## config.mk

```make
export PLATFORM = sky130hd
export DESIGN_NAME = mp3_header_duration_estimator_unit
export DESIGN_NICKNAME = d
export VERILOG_FILES = /design/src/hdl/mhde_pkg.sv /design/src/hdl/mhde_div.sv /design/src/hdl/mhde_dp.sv /design/src/hdl/mhde_ctrl.sv /design/src/hdl/mp3_header_duration_estimator_unit.sv
export SDC_FILE = /design/constraint.sdc
export NUM_CORES = 1
export LEC_CHECK = 0
export ABC_AREA = 1
export BUFFER_PORTS_ARGS = -buffer_cell sky130_fd_sc_hd__clkbuf_2
export CAP_MARGIN = 20
export CORE_ASPECT_RATIO = 1.4
export CORE_MARGIN = 2
export CORE_UTILIZATION = 35
export CTS_CLUSTER_DIAMETER = 120
export DETAILED_ROUTE_END_ITERATION = 16
export PLACE_DENSITY_LB_ADDON = 0.08
export SKIP_LAST_GASP = 1
export SYNTH_ARGS = -nofsm -noshare
export SYNTH_HDL_FRONTEND = slang
export SYNTH_SLANG_ARGS = --single-unit
```

## constraint.sdc

```tcl
create_clock -name clk -period 7.4 [get_ports clk]
set_input_delay 1.48 -clock clk [delete_from_list [all_inputs] [get_ports clk]]
set_output_delay 1.48 -clock clk [all_outputs]
set_load 0.02 [all_outputs]
```

## src/hdl/mhde_pkg.sv

```systemverilog
// Shared constants, tables and types of the MP3 header duration estimator.
package mhde_pkg;

  localparam int WINDOW_BYTES = 2048;
  localparam int CAP_DEPTH    = 54;
  localparam int SEEN_W       = $clog2(WINDOW_BYTES + 1);
  localparam int OFF_W        = $clog2(CAP_DEPTH + 1);

  localparam int FRAMES_W = 32;
  localparam int SPF_MS_W = 21;
  localparam int DIV_W    = FRAMES_W + SPF_MS_W;   // dividend / quotient width
  localparam int DVS_W    = 16;                    // divisor width
  localparam int DCNT_W   = $clog2(DIV_W);

  localparam logic [SPF_MS_W-1:0] SPF_MS_MPEG1 = 21'd1152000;  // 1152 * 1000
  localparam logic [SPF_MS_W-1:0] SPF_MS_MPEG2 = 21'd576000;   // 576 * 1000

  localparam logic [7:0] SYNC_BYTE = 8'hFF;
  localparam logic [2:0] SYNC_TOP  = 3'b111;
  localparam logic [1:0] VER_RSVD  = 2'b01;
  localparam logic [1:0] VER_MPEG1 = 2'b11;
  localparam logic [1:0] VER_MPEG2 = 2'b10;
  localparam logic [1:0] LAYER_3   = 2'b01;
  localparam logic [1:0] CH_MONO   = 2'b11;

  localparam logic [31:0] TAG_XING = 32'h5869_6E67;
  localparam logic [31:0] TAG_INFO = 32'h496E_666F;
  localparam logic [31:0] TAG_VBRI = 32'h5642_5249;

  localparam logic [OFF_W-1:0] VBRI_OFF    = 6'd36;
  localparam logic [OFF_W-1:0] XOFF_M1_ST  = 6'd36;
  localparam logic [OFF_W-1:0] XOFF_M1_MO  = 6'd21;
  localparam logic [OFF_W-1:0] XOFF_M2_ST  = 6'd21;
  localparam logic [OFF_W-1:0] XOFF_M2_MO  = 6'd13;

  localparam logic [8:0] BR_MPEG1 [16] = '{
    9'd0, 9'd32, 9'd40, 9'd48, 9'd56, 9'd64, 9'd80, 9'd96,
    9'd112, 9'd128, 9'd160, 9'd192, 9'd224, 9'd256, 9'd320, 9'd0};
  localparam logic [8:0] BR_MPEG2 [16] = '{
    9'd0, 9'd8, 9'd16, 9'd24, 9'd32, 9'd40, 9'd48, 9'd56,
    9'd64, 9'd80, 9'd96, 9'd112, 9'd128, 9'd144, 9'd160, 9'd0};
  localparam logic [DVS_W-1:0] SR_MPEG1  [4] = '{16'd44100, 16'd48000, 16'd32000, 16'd0};
  localparam logic [DVS_W-1:0] SR_MPEG2  [4] = '{16'd22050, 16'd24000, 16'd16000, 16'd0};
  localparam logic [DVS_W-1:0] SR_MPEG25 [4] = '{16'd11025, 16'd12000, 16'd8000, 16'd0};

  localparam logic REG_FILE_SIZE   = 1'b0;
  localparam logic REG_AUDIO_START = 1'b1;

  typedef enum logic [1:0] {
    METH_NONE = 2'd0,
    METH_XING = 2'd1,
    METH_VBRI = 2'd2,
    METH_CBR  = 2'd3
  } meth_t;

  // controller -> datapath
  typedef struct packed {
    logic scan_en;
    logic eval;
    logic div_start;
    logic out_load;
    logic clear;
  } cmd_t;

  // datapath -> controller
  typedef struct packed {
    logic zero_res;
    logic div_done;
    logic div_busy;
  } sts_t;

endpackage

```

## src/hdl/mhde_div.sv

```systemverilog
// Restoring divider, one quotient bit per cycle.
module mhde_div
  import mhde_pkg::*;
(
  input  logic             clk,
  input  logic             rst_n,
  input  logic             start,
  input  logic [DIV_W-1:0] dividend,
  input  logic [DVS_W-1:0] divisor,
  output logic             busy,
  output logic             done,
  output logic [DIV_W-1:0] quotient
);

  logic              busy_r, busy_nxt;
  logic [DCNT_W-1:0] cnt_r, cnt_nxt;
  logic [DIV_W-1:0]  quo_r, quo_nxt;
  logic [DVS_W-1:0]  rem_r, rem_nxt;
  logic [DVS_W-1:0]  dvs_r, dvs_nxt;
  logic [DVS_W:0]    rem_sh;
  logic              fits;

  assign rem_sh = {rem_r, quo_r[DIV_W-1]};
  assign fits   = rem_sh >= {1'b0, dvs_r};
  assign done   = busy_r && (cnt_r == DCNT_W'(DIV_W - 1));

  always_comb begin
    busy_nxt = busy_r;
    cnt_nxt  = cnt_r;
    quo_nxt  = quo_r;
    rem_nxt  = rem_r;
    dvs_nxt  = dvs_r;
    if (start) begin
      busy_nxt = 1'b1;
      cnt_nxt  = '0;
      quo_nxt  = dividend;
      rem_nxt  = '0;
      dvs_nxt  = divisor;
    end else if (busy_r) begin
      // remainder stays below the divisor, so the difference fits DVS_W bits
      rem_nxt = fits ? DVS_W'(rem_sh - {1'b0, dvs_r}) : rem_sh[DVS_W-1:0];
      quo_nxt = {quo_r[DIV_W-2:0], fits};
      cnt_nxt = cnt_r + 1'b1;
      if (done) busy_nxt = 1'b0;
    end
  end

  always_ff @(posedge clk) begin
    if (!rst_n) begin
      busy_r <= 1'b0;
      cnt_r  <= '0;
    end else begin
      busy_r <= busy_nxt;
      cnt_r  <= cnt_nxt;
    end
  end

  always_ff @(posedge clk) begin
    quo_r <= quo_nxt;
    rem_r <= rem_nxt;
    dvs_r <= dvs_nxt;
  end

  assign busy     = busy_r;
  assign quotient = quo_r;

endmodule

```

## src/hdl/mhde_dp.sv

```systemverilog
// Datapath: config registers, sync scan, header/tag capture, operand setup, divider.
module mhde_dp
  import mhde_pkg::*;
(
  input  logic        clk,
  input  logic        rst_n,
  input  logic        cfg_we,
  input  logic        cfg_index,
  input  logic [31:0] cfg_data,
  input  logic [7:0]  in_byte,
  input  cmd_t        cmd,
  output sts_t        sts,
  output logic [31:0] out_dur,
  output meth_t       out_meth
);

  // config
  logic [31:0] fsize_r, fsize_nxt;
  logic [31:0] astart_r, astart_nxt;

  // scan control
  logic [7:0]       prev_r, prev_nxt;
  logic [SEEN_W-1:0] seen_r, seen_nxt;
  logic             sync_r, sync_nxt;
  logic [OFF_W-1:0] off_r, off_nxt;
  logic             xvalid_r, xvalid_nxt;
  logic             vvalid_r, vvalid_nxt;

  // captured fields
  logic [7:0]  hdr1_r, hdr1_nxt;
  logic [7:0]  hdr2_r, hdr2_nxt;
  logic [7:0]  hdr3_r, hdr3_nxt;
  logic [31:0] win_r, win_nxt;      // last four captured bytes
  logic        xmagic_r, xmagic_nxt;
  logic        xflag_r, xflag_nxt;
  logic [31:0] xframes_r, xframes_nxt;
  logic        vmagic_r, vmagic_nxt;
  logic [31:0] vframes_r, vframes_nxt;

  // result
  meth_t       meth_r, meth_nxt;
  meth_t       ometh_r, ometh_nxt;  // method of the word on the output
  logic [31:0] dur_r, dur_nxt;

  logic [OFF_W-1:0] xoff;
  logic             mpeg1, mono, in_win, sync_hit;
  logic [31:0]      win_sh;

  logic             size_ok, hdr_ok, tbl_ok, use_x, use_v;
  logic [8:0]       bitrate;
  logic [DVS_W-1:0] srate;
  meth_t            meth_sel;
  logic [FRAMES_W-1:0] frames;
  logic [SPF_MS_W-1:0] spf_ms;
  logic [DIV_W-1:0] dividend;
  logic [DVS_W-1:0] divisor;
  logic [31:0]      audio_len;

  logic             div_busy, div_done;
  logic [DIV_W-1:0] quotient;

  assign mpeg1    = hdr1_r[4:3] == VER_MPEG1;
  assign mono     = hdr3_r[7:6] == CH_MONO;
  assign xoff     = mpeg1 ? (mono ? XOFF_M1_MO : XOFF_M1_ST) : (mono ? XOFF_M2_MO : XOFF_M2_ST);
  assign in_win   = seen_r < SEEN_W'(WINDOW_BYTES);
  assign win_sh   = {win_r[23:0], in_byte};
  assign sync_hit = (seen_r != '0) && (prev_r == SYNC_BYTE) && (in_byte[7:5] == SYNC_TOP) &&
                    (in_byte[4:3] != VER_RSVD) && (in_byte[2:1] == LAYER_3);

  always_comb begin
    fsize_nxt   = fsize_r;
    astart_nxt  = astart_r;
    prev_nxt    = prev_r;
    seen_nxt    = seen_r;
    sync_nxt    = sync_r;
    off_nxt     = off_r;
    xvalid_nxt  = xvalid_r;
    vvalid_nxt  = vvalid_r;
    hdr1_nxt    = hdr1_r;
    hdr2_nxt    = hdr2_r;
    hdr3_nxt    = hdr3_r;
    win_nxt     = win_r;
    xmagic_nxt  = xmagic_r;
    xflag_nxt   = xflag_r;
    xframes_nxt = xframes_r;
    vmagic_nxt  = vmagic_r;
    vframes_nxt = vframes_r;

    if (cfg_we) begin
      unique case (cfg_index)
        REG_FILE_SIZE:   fsize_nxt  = cfg_data;
        REG_AUDIO_START: astart_nxt = cfg_data;
        default:         fsize_nxt  = fsize_r;
      endcase
    end

    if (cmd.clear) begin
      prev_nxt   = '0;
      seen_nxt   = '0;
      sync_nxt   = 1'b0;
      off_nxt    = '0;
      xvalid_nxt = 1'b0;
      vvalid_nxt = 1'b0;
    end else if (cmd.scan_en && in_win) begin
      if (sync_r) begin
        if (off_r < OFF_W'(CAP_DEPTH)) begin
          // off_r is the frame position of this byte
          win_nxt = win_sh;
          off_nxt = off_r + 1'b1;
          if (off_r == OFF_W'(2)) hdr2_nxt = in_byte;
          if (off_r == OFF_W'(3)) hdr3_nxt = in_byte;
          if (off_r == xoff + OFF_W'(3))
            xmagic_nxt = (win_sh == TAG_XING) || (win_sh == TAG_INFO);
          if (off_r == xoff + OFF_W'(7)) xflag_nxt = in_byte[0];
          if (off_r == xoff + OFF_W'(11)) begin
            xframes_nxt = win_sh;
            xvalid_nxt  = 1'b1;
          end
          if (off_r == VBRI_OFF + OFF_W'(3)) vmagic_nxt = win_sh == TAG_VBRI;
          if (off_r == VBRI_OFF + OFF_W'(17)) begin
            vframes_nxt = win_sh;
            vvalid_nxt  = 1'b1;
          end
        end
      end else if (sync_hit) begin
        sync_nxt = 1'b1;
        hdr1_nxt = in_byte;
        off_nxt  = OFF_W'(2);
        win_nxt  = {16'h0000, SYNC_BYTE, in_byte};
      end
      prev_nxt = in_byte;
      seen_nxt = seen_r + 1'b1;
    end
  end

  // operand selection for the final estimate
  assign size_ok = (fsize_r != '0) && (fsize_r != '1) && (astart_r < fsize_r);
  assign hdr_ok  = (seen_r >= SEEN_W'(4)) && sync_r && (off_r >= OFF_W'(4));

  always_comb begin
    unique case (hdr1_r[4:3])
      VER_MPEG1: begin
        bitrate = BR_MPEG1[hdr2_r[7:4]];
        srate   = SR_MPEG1[hdr2_r[3:2]];
      end
      VER_MPEG2: begin
        bitrate = BR_MPEG2[hdr2_r[7:4]];
        srate   = SR_MPEG2[hdr2_r[3:2]];
      end
      default: begin
        bitrate = BR_MPEG2[hdr2_r[7:4]];
        srate   = SR_MPEG25[hdr2_r[3:2]];
      end
    endcase
  end

  assign tbl_ok = (bitrate != '0) && (srate != '0);
  assign use_x  = xvalid_r && xmagic_r && xflag_r && (xframes_r != '0);
  assign use_v  = vvalid_r && vmagic_r && (vframes_r != '0);

  always_comb begin
    if (!(size_ok && hdr_ok && tbl_ok)) meth_sel = METH_NONE;
    else if (use_x)                     meth_sel = METH_XING;
    else if (use_v)                     meth_sel = METH_VBRI;
    else                                meth_sel = METH_CBR;
  end

  assign frames    = use_x ? xframes_r : vframes_r;
  assign spf_ms    = mpeg1 ? SPF_MS_MPEG1 : SPF_MS_MPEG2;
  assign audio_len = fsize_r - astart_r;
  assign dividend  = (meth_sel == METH_CBR) ? DIV_W'({audio_len, 3'b000}) :
                     DIV_W'(frames) * DIV_W'(spf_ms);
  assign divisor   = (meth_sel == METH_CBR) ? DVS_W'(bitrate) : srate;

  always_comb begin
    meth_nxt  = meth_r;
    ometh_nxt = ometh_r;
    dur_nxt   = dur_r;
    if (cmd.eval) meth_nxt = meth_sel;
    if (cmd.out_load) begin
      dur_nxt   = (meth_r == METH_NONE) ? '0 : quotient[31:0];
      ometh_nxt = meth_r;
    end
  end

  mhde_div u_div (
    .clk      (clk),
    .rst_n    (rst_n),
    .start    (cmd.div_start),
    .dividend (dividend),
    .divisor  (divisor),
    .busy     (div_busy),
    .done     (div_done),
    .quotient (quotient)
  );

  always_ff @(posedge clk) begin
    if (!rst_n) begin
      fsize_r  <= '0;
      astart_r <= '0;
      prev_r   <= '0;
      seen_r   <= '0;
      sync_r   <= 1'b0;
      off_r    <= '0;
      xvalid_r <= 1'b0;
      vvalid_r <= 1'b0;
    end else begin
      fsize_r  <= fsize_nxt;
      astart_r <= astart_nxt;
      prev_r   <= prev_nxt;
      seen_r   <= seen_nxt;
      sync_r   <= sync_nxt;
      off_r    <= off_nxt;
      xvalid_r <= xvalid_nxt;
      vvalid_r <= vvalid_nxt;
    end
  end

  always_ff @(posedge clk) begin
    hdr1_r    <= hdr1_nxt;
    hdr2_r    <= hdr2_nxt;
    hdr3_r    <= hdr3_nxt;
    win_r     <= win_nxt;
    xmagic_r  <= xmagic_nxt;
    xflag_r   <= xflag_nxt;
    xframes_r <= xframes_nxt;
    vmagic_r  <= vmagic_nxt;
    vframes_r <= vframes_nxt;
    meth_r    <= meth_nxt;
    ometh_r   <= ometh_nxt;
    dur_r     <= dur_nxt;
  end

  assign sts.zero_res = meth_sel == METH_NONE;
  assign sts.div_done = div_done;
  assign sts.div_busy = div_busy;
  assign out_dur      = dur_r;
  assign out_meth     = ometh_r;

endmodule

```

## src/hdl/mhde_ctrl.sv

```systemverilog
// Control state machine: byte intake, estimate sequencing, result handoff.
module mhde_ctrl
  import mhde_pkg::*;
(
  input  logic clk,
  input  logic rst_n,
  input  logic in_valid,
  input  logic in_last,
  output logic in_ready,
  input  logic out_ready,
  output logic out_valid,
  input  sts_t sts,
  output cmd_t cmd
);

  typedef enum logic [1:0] {
    S_IDLE,
    S_EVAL,
    S_DIV,
    S_FINISH
  } state_t;

  state_t state_r, state_nxt;
  logic   out_valid_r, out_valid_nxt;
  logic   slot_free;

  assign slot_free = !out_valid_r || out_ready;
  assign in_ready  = state_r == S_IDLE;

  assign cmd.scan_en   = in_valid && in_ready;
  assign cmd.eval      = state_r == S_EVAL;
  assign cmd.div_start = (state_r == S_EVAL) && !sts.zero_res;
  assign cmd.out_load  = (state_r == S_FINISH) && slot_free;
  assign cmd.clear     = cmd.out_load;

  always_comb begin
    state_nxt     = state_r;
    out_valid_nxt = out_valid_r && !out_ready;
    unique case (state_r)
      S_IDLE:   if (in_valid && in_last) state_nxt = S_EVAL;
      S_EVAL:   state_nxt = sts.zero_res ? S_FINISH : S_DIV;
      S_DIV:    if (sts.div_done) state_nxt = S_FINISH;
      S_FINISH: begin
        if (slot_free) begin
          out_valid_nxt = 1'b1;
          state_nxt     = S_IDLE;
        end
      end
      default:  state_nxt = S_IDLE;
    endcase
  end

  always_ff @(posedge clk) begin
    if (!rst_n) begin
      state_r     <= S_IDLE;
      out_valid_r <= 1'b0;
    end else begin
      state_r     <= state_nxt;
      out_valid_r <= out_valid_nxt;
    end
  end

  assign out_valid = out_valid_r;

endmodule

```

## src/hdl/mp3_header_duration_estimator_unit.sv

```systemverilog
// MP3 header duration estimator: scans audio bytes, gives play time in ms.
// Bytes not marked last are taken back to back.
// After the last byte: a setup state with the operand multiply, the divider (skipped when no
// estimate applies), then a handoff state that waits for a free output register.
// Results sit in an output register; bytes of the next file are taken while it waits.
// Synchronous active-low reset clears the scan state and both config registers.
module mp3_header_duration_estimator_unit
  import mhde_pkg::*;
(
  input  logic        clk,
  input  logic        rst_n,
  input  logic        cfg_valid,
  output logic        cfg_ready,
  input  logic        cfg_index,
  input  logic [31:0] cfg_data,
  input  logic        in_tvalid,
  output logic        in_tready,
  input  logic [7:0]  in_tdata,    // [7:0] data_byte
  input  logic        in_tlast,    // last_byte
  output logic        out_tvalid,
  input  logic        out_tready,
  output logic [31:0] out_tdata,   // [31:0] duration_ms
  output logic [1:0]  out_tuser    // [1:0] method
);

  cmd_t  cmd;
  sts_t  sts;
  meth_t meth;

  assign cfg_ready = 1'b1;

  mhde_ctrl u_ctrl (
    .clk       (clk),
    .rst_n     (rst_n),
    .in_valid  (in_tvalid),
    .in_last   (in_tlast),
    .in_ready  (in_tready),
    .out_ready (out_tready),
    .out_valid (out_tvalid),
    .sts       (sts),
    .cmd       (cmd)
  );

  mhde_dp u_dp (
    .clk       (clk),
    .rst_n     (rst_n),
    .cfg_we    (cfg_valid && cfg_ready),
    .cfg_index (cfg_index),
    .cfg_data  (cfg_data),
    .in_byte   (in_tdata),
    .cmd       (cmd),
    .sts       (sts),
    .out_dur   (out_tdata),
    .out_meth  (meth)
  );

  assign out_tuser = meth;

  // no bytes taken once the last one is in, until the result is handed off
  a_stop_after_last: assert property (@(posedge clk) disable iff (!rst_n)
    (in_tvalid && in_tready && in_tlast) |=> !in_tready)
    else $error("byte accepted during estimate");

  a_busy_blocks_input: assert property (@(posedge clk) disable iff (!rst_n)
    sts.div_busy |-> !in_tready)
    else $error("input open while divider runs");

  a_none_is_zero: assert property (@(posedge clk) disable iff (!rst_n)
    ($rose(out_tvalid) && (out_tuser == METH_NONE)) |-> (out_tdata == '0))
    else $error("nonzero duration without method");

  a_div_ends_in_load: assert property (@(posedge clk) disable iff (!rst_n)
    sts.div_done |=> (cmd.out_load || (out_tvalid && !out_tready)))
    else $error("divider finished without result handoff");

endmodule
```

Yosys cells after proc, flatten, opt, wreduce, memory -nomap -nowiden
Memory sizes are Yosys's and may differ from the RTL's.
Cells that the tools add are included.
- flip-flop bits (word level): 336
- memory bits (read-only): 288
- input port bits: 47
- output and inout port bits: 37
- logic and storage cells: 182
- memories: 2
- memory list (name ; words ; width ; read ports ; clocked after memory_dff ; write ports ; line ; text):
    (no name shown) ; 16 ; 9 ; 1 ; 0 ; 0 ; mhde_dp.sv:147 ; bitrate = BR_MPEG2[hdr2_r[7:4]];
    (no name shown) ; 16 ; 9 ; 1 ; 0 ; 0 ; mhde_dp.sv:143 ; bitrate = BR_MPEG1[hdr2_r[7:4]];
- add/sub/neg operators: 8
- multiply operators: 1
- magnitude comparators: 8
- eq/ne operators: 27
- mux-type cells: 46
- bitwise operators: 6
- reduce and logical (&&, ||, !) cells: 56
- operators by type and width (kind ; number):
    $mux 53 ; 3
    $mux 16 ; 7
    $bmux 16 s2 ; 3
    $eq 32x31->1 const B ; 3
    $reduce_bool 32->1 ; 3
    $mux 24 ; 3
    $mux 9 ; 6
    $mul 32x21->53 ; 1
    $reduce_and 5->1 ; 7
    $lt 32x32->1 ; 1
    $mux 32 ; 1
    $ne 32x32->1 const B ; 1
    $pmux 16 s2 ; 1
    $sub 32x32->32 ; 1
    $mux 6 ; 5
    $logic_and 1x1->1 ; 23
    $mux 21 ; 1
    $eq 6x6->1 ; 3
    $eq 6x6->1 const B ; 3
    $ge 17x16->1 ; 1
    $reduce_and 4->1 ; 4
    $reduce_bool 16->1 ; 1
    $sub 16x16->16 ; 1
    $add 12x1->12 const B ; 1
    33 further kinds ; 68

Logic depth before layout (Yosys ltp)
- depth in word-level cells: 13
- depth in mapped cells: 37

Hierarchy
From an unflattened synthesis, not the netlist that was laid out.
- cells, all modules: 3741
- area total of the unflattened synthesis: 28373.5 um^2
- modules (own cells, without submodules) (module ; times used ; cells each ; area each (um^2)):
    mhde_dp ; 1 ; 3097 ; 23159.7
    mhde_div ; 1 ; 606 ; 4964.8
    mhde_ctrl ; 1 ; 36 ; 237.7
    mp3_header_duration_estimator_unit ; 1 ; 2 ; 11.3

Worst setup path after synthesis
OpenSTA, ideal clock, no wires.
- path kind: register to register
- start point: register u_dp.xframes_r[1]
- end point: register u_dp.u_div.quo_r[34], in the netlist u_dp.u_div.quotient[34], data pin
- arrival: 5.978 ns
- path slack: 1.169 ns
- cell stages (with the launch flop): 36
- cell sequence: edfxtp_1 nor2_1 nand3_1 nor2_1 nand2_1 o21ai_4 buf_2 nand2_1 o21ai_0 inv_1 nor2_1 inv_1 nand2_1 ha_1 ha_1 inv_1 fa_1 fa_1 fa_1 inv_1 ha_1 ha_1 ha_1 fa_1 nand3_1 nand2_1 a21boi_0 o21ai_0 nand2_1 nand2_1 nand2_1 nand2_1 nand2_1 nand2_1 nand2_1 nand2_1
- longest elaborated chain between the ends: 8
- RTL lines (what ; line ; text):
    start: declaration ; mhde_dp.sv:36 ; logic [31:0] xframes_r, xframes_nxt;
    start signal: assignment ; mhde_dp.sv:226 ; xframes_r <= xframes_nxt;
    parallel branches: the longest is 7 deep, another holds $mul 32x21->53 ; - ;
    $mux 53 (*) ; mhde_div.sv:33 ; if (start) begin
    via u_dp.u_div.quo_nxt[34] ; mhde_div.sv:17 ; logic [DIV_W-1:0] quo_r, quo_nxt;
    end signal: assignment ; mhde_div.sv:59 ; quo_r <= quo_nxt;
    end: declaration ; mhde_div.sv:17 ;
Mark *: on every way through the listed nets, which the timed path passes.
A chain may end at the register's enable or synchronous reset.

Final worst setup path
- start point: register u_dp.xframes_r[0]
- end point: register u_dp.u_div.quo_r[52], in the netlist u_dp.u_div.quotient[52], data pin
The elaborated chain is that of the path after synthesis.

==> impl_metrics.ini <==
[layout]
final_cells = 4784
layout_commonest_cell = nand2_1
drive_gt1_share_pct = 6.09
final_cell_mix = nand2_1 (770), inv_1 (725), nor2_1 (393)
final_util_pct = 39.0
fin_nets = 4231
syn_to_final_growth_pct = 10.0
fin_area_um2 = 30800

[cts]
htree_levels = 2
cts_root_buffer = clkbuf_16
clkTransAtPathRegs_ps = 70
clockBufferDepth = 3
cts_tree = built
cts_sinks = 325
cts_hold_buf = 0
clk_latency_ps = 570
cts_buffers = 36

[global_route]
antenna_found_initial = 3
grt_pass1_wl_um = 125000
overflow = 0
grt_pass1_vias = 23100
grtUsageTotal_pct = 19.6
grt_max_degree = 68

[logic_synthesis]
netlist_top_cells_area = edfxtp_1 (22%), ha_1 (15%), fa_1 (11%)
synth_seq_area_share_pct = 30.6
async_flop_share_pct = 0
synth_warnings = 0
synth_area_leader_cell = edfxtp_1
avgSynthCellArea_um2 = 7.70
synth_edf_count = 206
ys_seq_elements = 325
ys_types = 47
synth-main-ff-cell = edfxtp_1
syn_area_um2 = 28000
synthCells = 3634
synth_top_cell_area_share_pct = 22.1

[floorplan]
die_w_um = 243
start_util_pct = 35.4
die_h_um = 339
die-area_um2 = 82300
io_pins = 84
core-area_um2 = 79100
std_cell_rows = 122

[power]
p_per_area_nw_per_um2 = 171
power_mw = 5.25
p_leak_nw = 15.4
ir_worst_vdd_mv = 0.174

[placement]
place_area_um2 = 29600
dp.cells = 4717
gp_congestion = 0.879
dp_hpwl_um = 67800
io_buffers = 82

[critical_path]
cp_max_fo = 40
arrival_ps = 7260
cpPeakStageDelay_ps = 540
crit_path_start_kind = register
reg2reg_from = u_dp.xframes_r[0]
r2r-end = u_dp.u_div.quotient[52]
setup.worst_path.end_class = register
crit_type = register to register
reg2reg_slack_ps = 460
critPathSlowestCell = fa_1
cp.required_ps = 7720
ff2ff_path_depth = 35
path_common_cell = inv_1

[timing]
setup_violations = 0
fin_setup_tns_ps = 0
slew_headroom_pct = 34.5
max_clock_freq_ghz = 0.144
period_needed_ps = 6940
fin_crit_sh_pct = 93.7
slew_violations = 0
finalHoldViolCount = 0
finalClockSkew_ps = 20.3
rsz0062_at_grt = true
tightestPinTransition_ps = 983

[drt]
via_per_inst = 4.72
drt-total-wl_um = 81000
drtAntennaViolNets = 0
drcViolationCount = 0
vias = 22600
drt_pass1_iterations = 6
wl_per_cell_um = 16.9
drt_iter0_drc = 899

[min_path]
hp-class = register to register
holdPathEnd = u_dp.astart_r[4]
hold_depth = 2
min_from = u_dp.astart_r[4]

[outcome]
outcome = finished clean

[job]
max_cap_violations = 0
## logic make-up after synthesis
family | Yosys count | share of synthesized area (%)
buffers and inverters | 865 | 11.9
adder cells (fa/ha/maj) | 482 | 25.5
AO/OA/AOI/OAI | 414 | 7.90
flip-flops | 325 | 30.6
AND/OR/NAND/NOR | 1487 | 22.2
XOR/XNOR | 59 | 1.85
other | 2 | 0.0268
## Yosys cell counts (25+ instances only)
cell type	n
clkbuf_1	96
fa_1	149
o21ai_1	25
dfxtp_1	119
nand3b_1	33
inv_1	726
ha_1	333
nand2_1	772
nor3_1	29
nand4_1	55
o21ai_0	170
xor2_1	27
xnor2_1	32
a21oi_1	165
nor2_1	398
edfxtp_1	206
nand3_1	166
## where the power goes
part | internal, mW | switching, mW | total, mW | leakage [nW]
Combinational | 0.492 | 0.964 | 1.46 | 12.0
Clock | 0.979 | 0.782 | 1.76 | 0.545
Sequential | 2.00 | 0.0402 | 2.04 | 2.83
## routing by layer
metal	GRT usage (%)	up-vias	wire length (um)
li1	-	11600	-
met1	20.4	10500	30400
met2	39.2	332	45100
met3	2.15	139	2110
met4	7.83	2	3250
met5	0	-	13
## critical path, delay by kind of cell, from the launching register on
family | cells | cell delay (ps)
buffers and inverters | 9 | 880
AO/OA/AOI/OAI | 3 | 490
flip-flops | 1 | 390
AND/OR/NAND/NOR | 15 | 1840
adder cells (fa/ha/maj) | 8 | 3040
## metrics by stage
stage          setup slack (ps)  hold WS [ps]
6_report                    465           460
2_1_floorplan              1170           427
3_3_place_gp                329           447
5_1_grt                   -11.4           474
3_5_place_dp                254           455
4_1_cts                     244           464
## worst max-delay path by stage
stage | startpoint | to | slack [ps] | cells past startpoint
floorplan | u_dp.xframes_r[1] | u_dp.u_div.quotient[34] | 1170 | 35
global placement | u_dp.xframes_r[1] | u_dp.u_div.quotient[52] | 330 | 32
detailed placement | u_dp.xframes_r[1] | u_dp.u_div.quotient[37] | 250 | 29
CTS | u_dp.xframes_r[0] | u_dp.u_div.quotient[29] | 240 | 31
global route | u_dp.xframes_r[0] | u_dp.u_div.quotient[40] | -10 | 30
finish | u_dp.xframes_r[0] | u_dp.u_div.quotient[52] | 460 | 35
## cell type report
type                       count  area [um^2]
antenna                        2         5.00
multi-input combinational   2475        16200
inverter                     732         2750
sequential                   325         8570
timing repair buffer         132          818
fill                        8622        48300
clock buffer                  46          980
clock inverter                18          138
tap                         1054         1320
## state kept, by name, indices dropped and copies added (netlist names), 6 cells and up
register	count
u_dp.hdr2_r	6
u_dp.off_r	6
u_dp.fsize_r	32
u_dp.seen_r	12
u_dp.prev_r	8
u_dp.xframes_r	32
u_dp.u_div.rem_r	16
u_dp.vframes_r	32
u_dp.u_div.dvs_r	16
u_dp.u_div.cnt_r	6
u_dp.win_r	24
u_dp.u_div.quotient	53
u_dp.out_dur	32
u_dp.astart_r	32
## what timing repair did
item                                    CTS  global route
setup buffers                             0             0
gates resized for setup                   0            12
endpoints found under the setup margin    0            20
No activity file was read; power rests on OpenSTA's default activity.
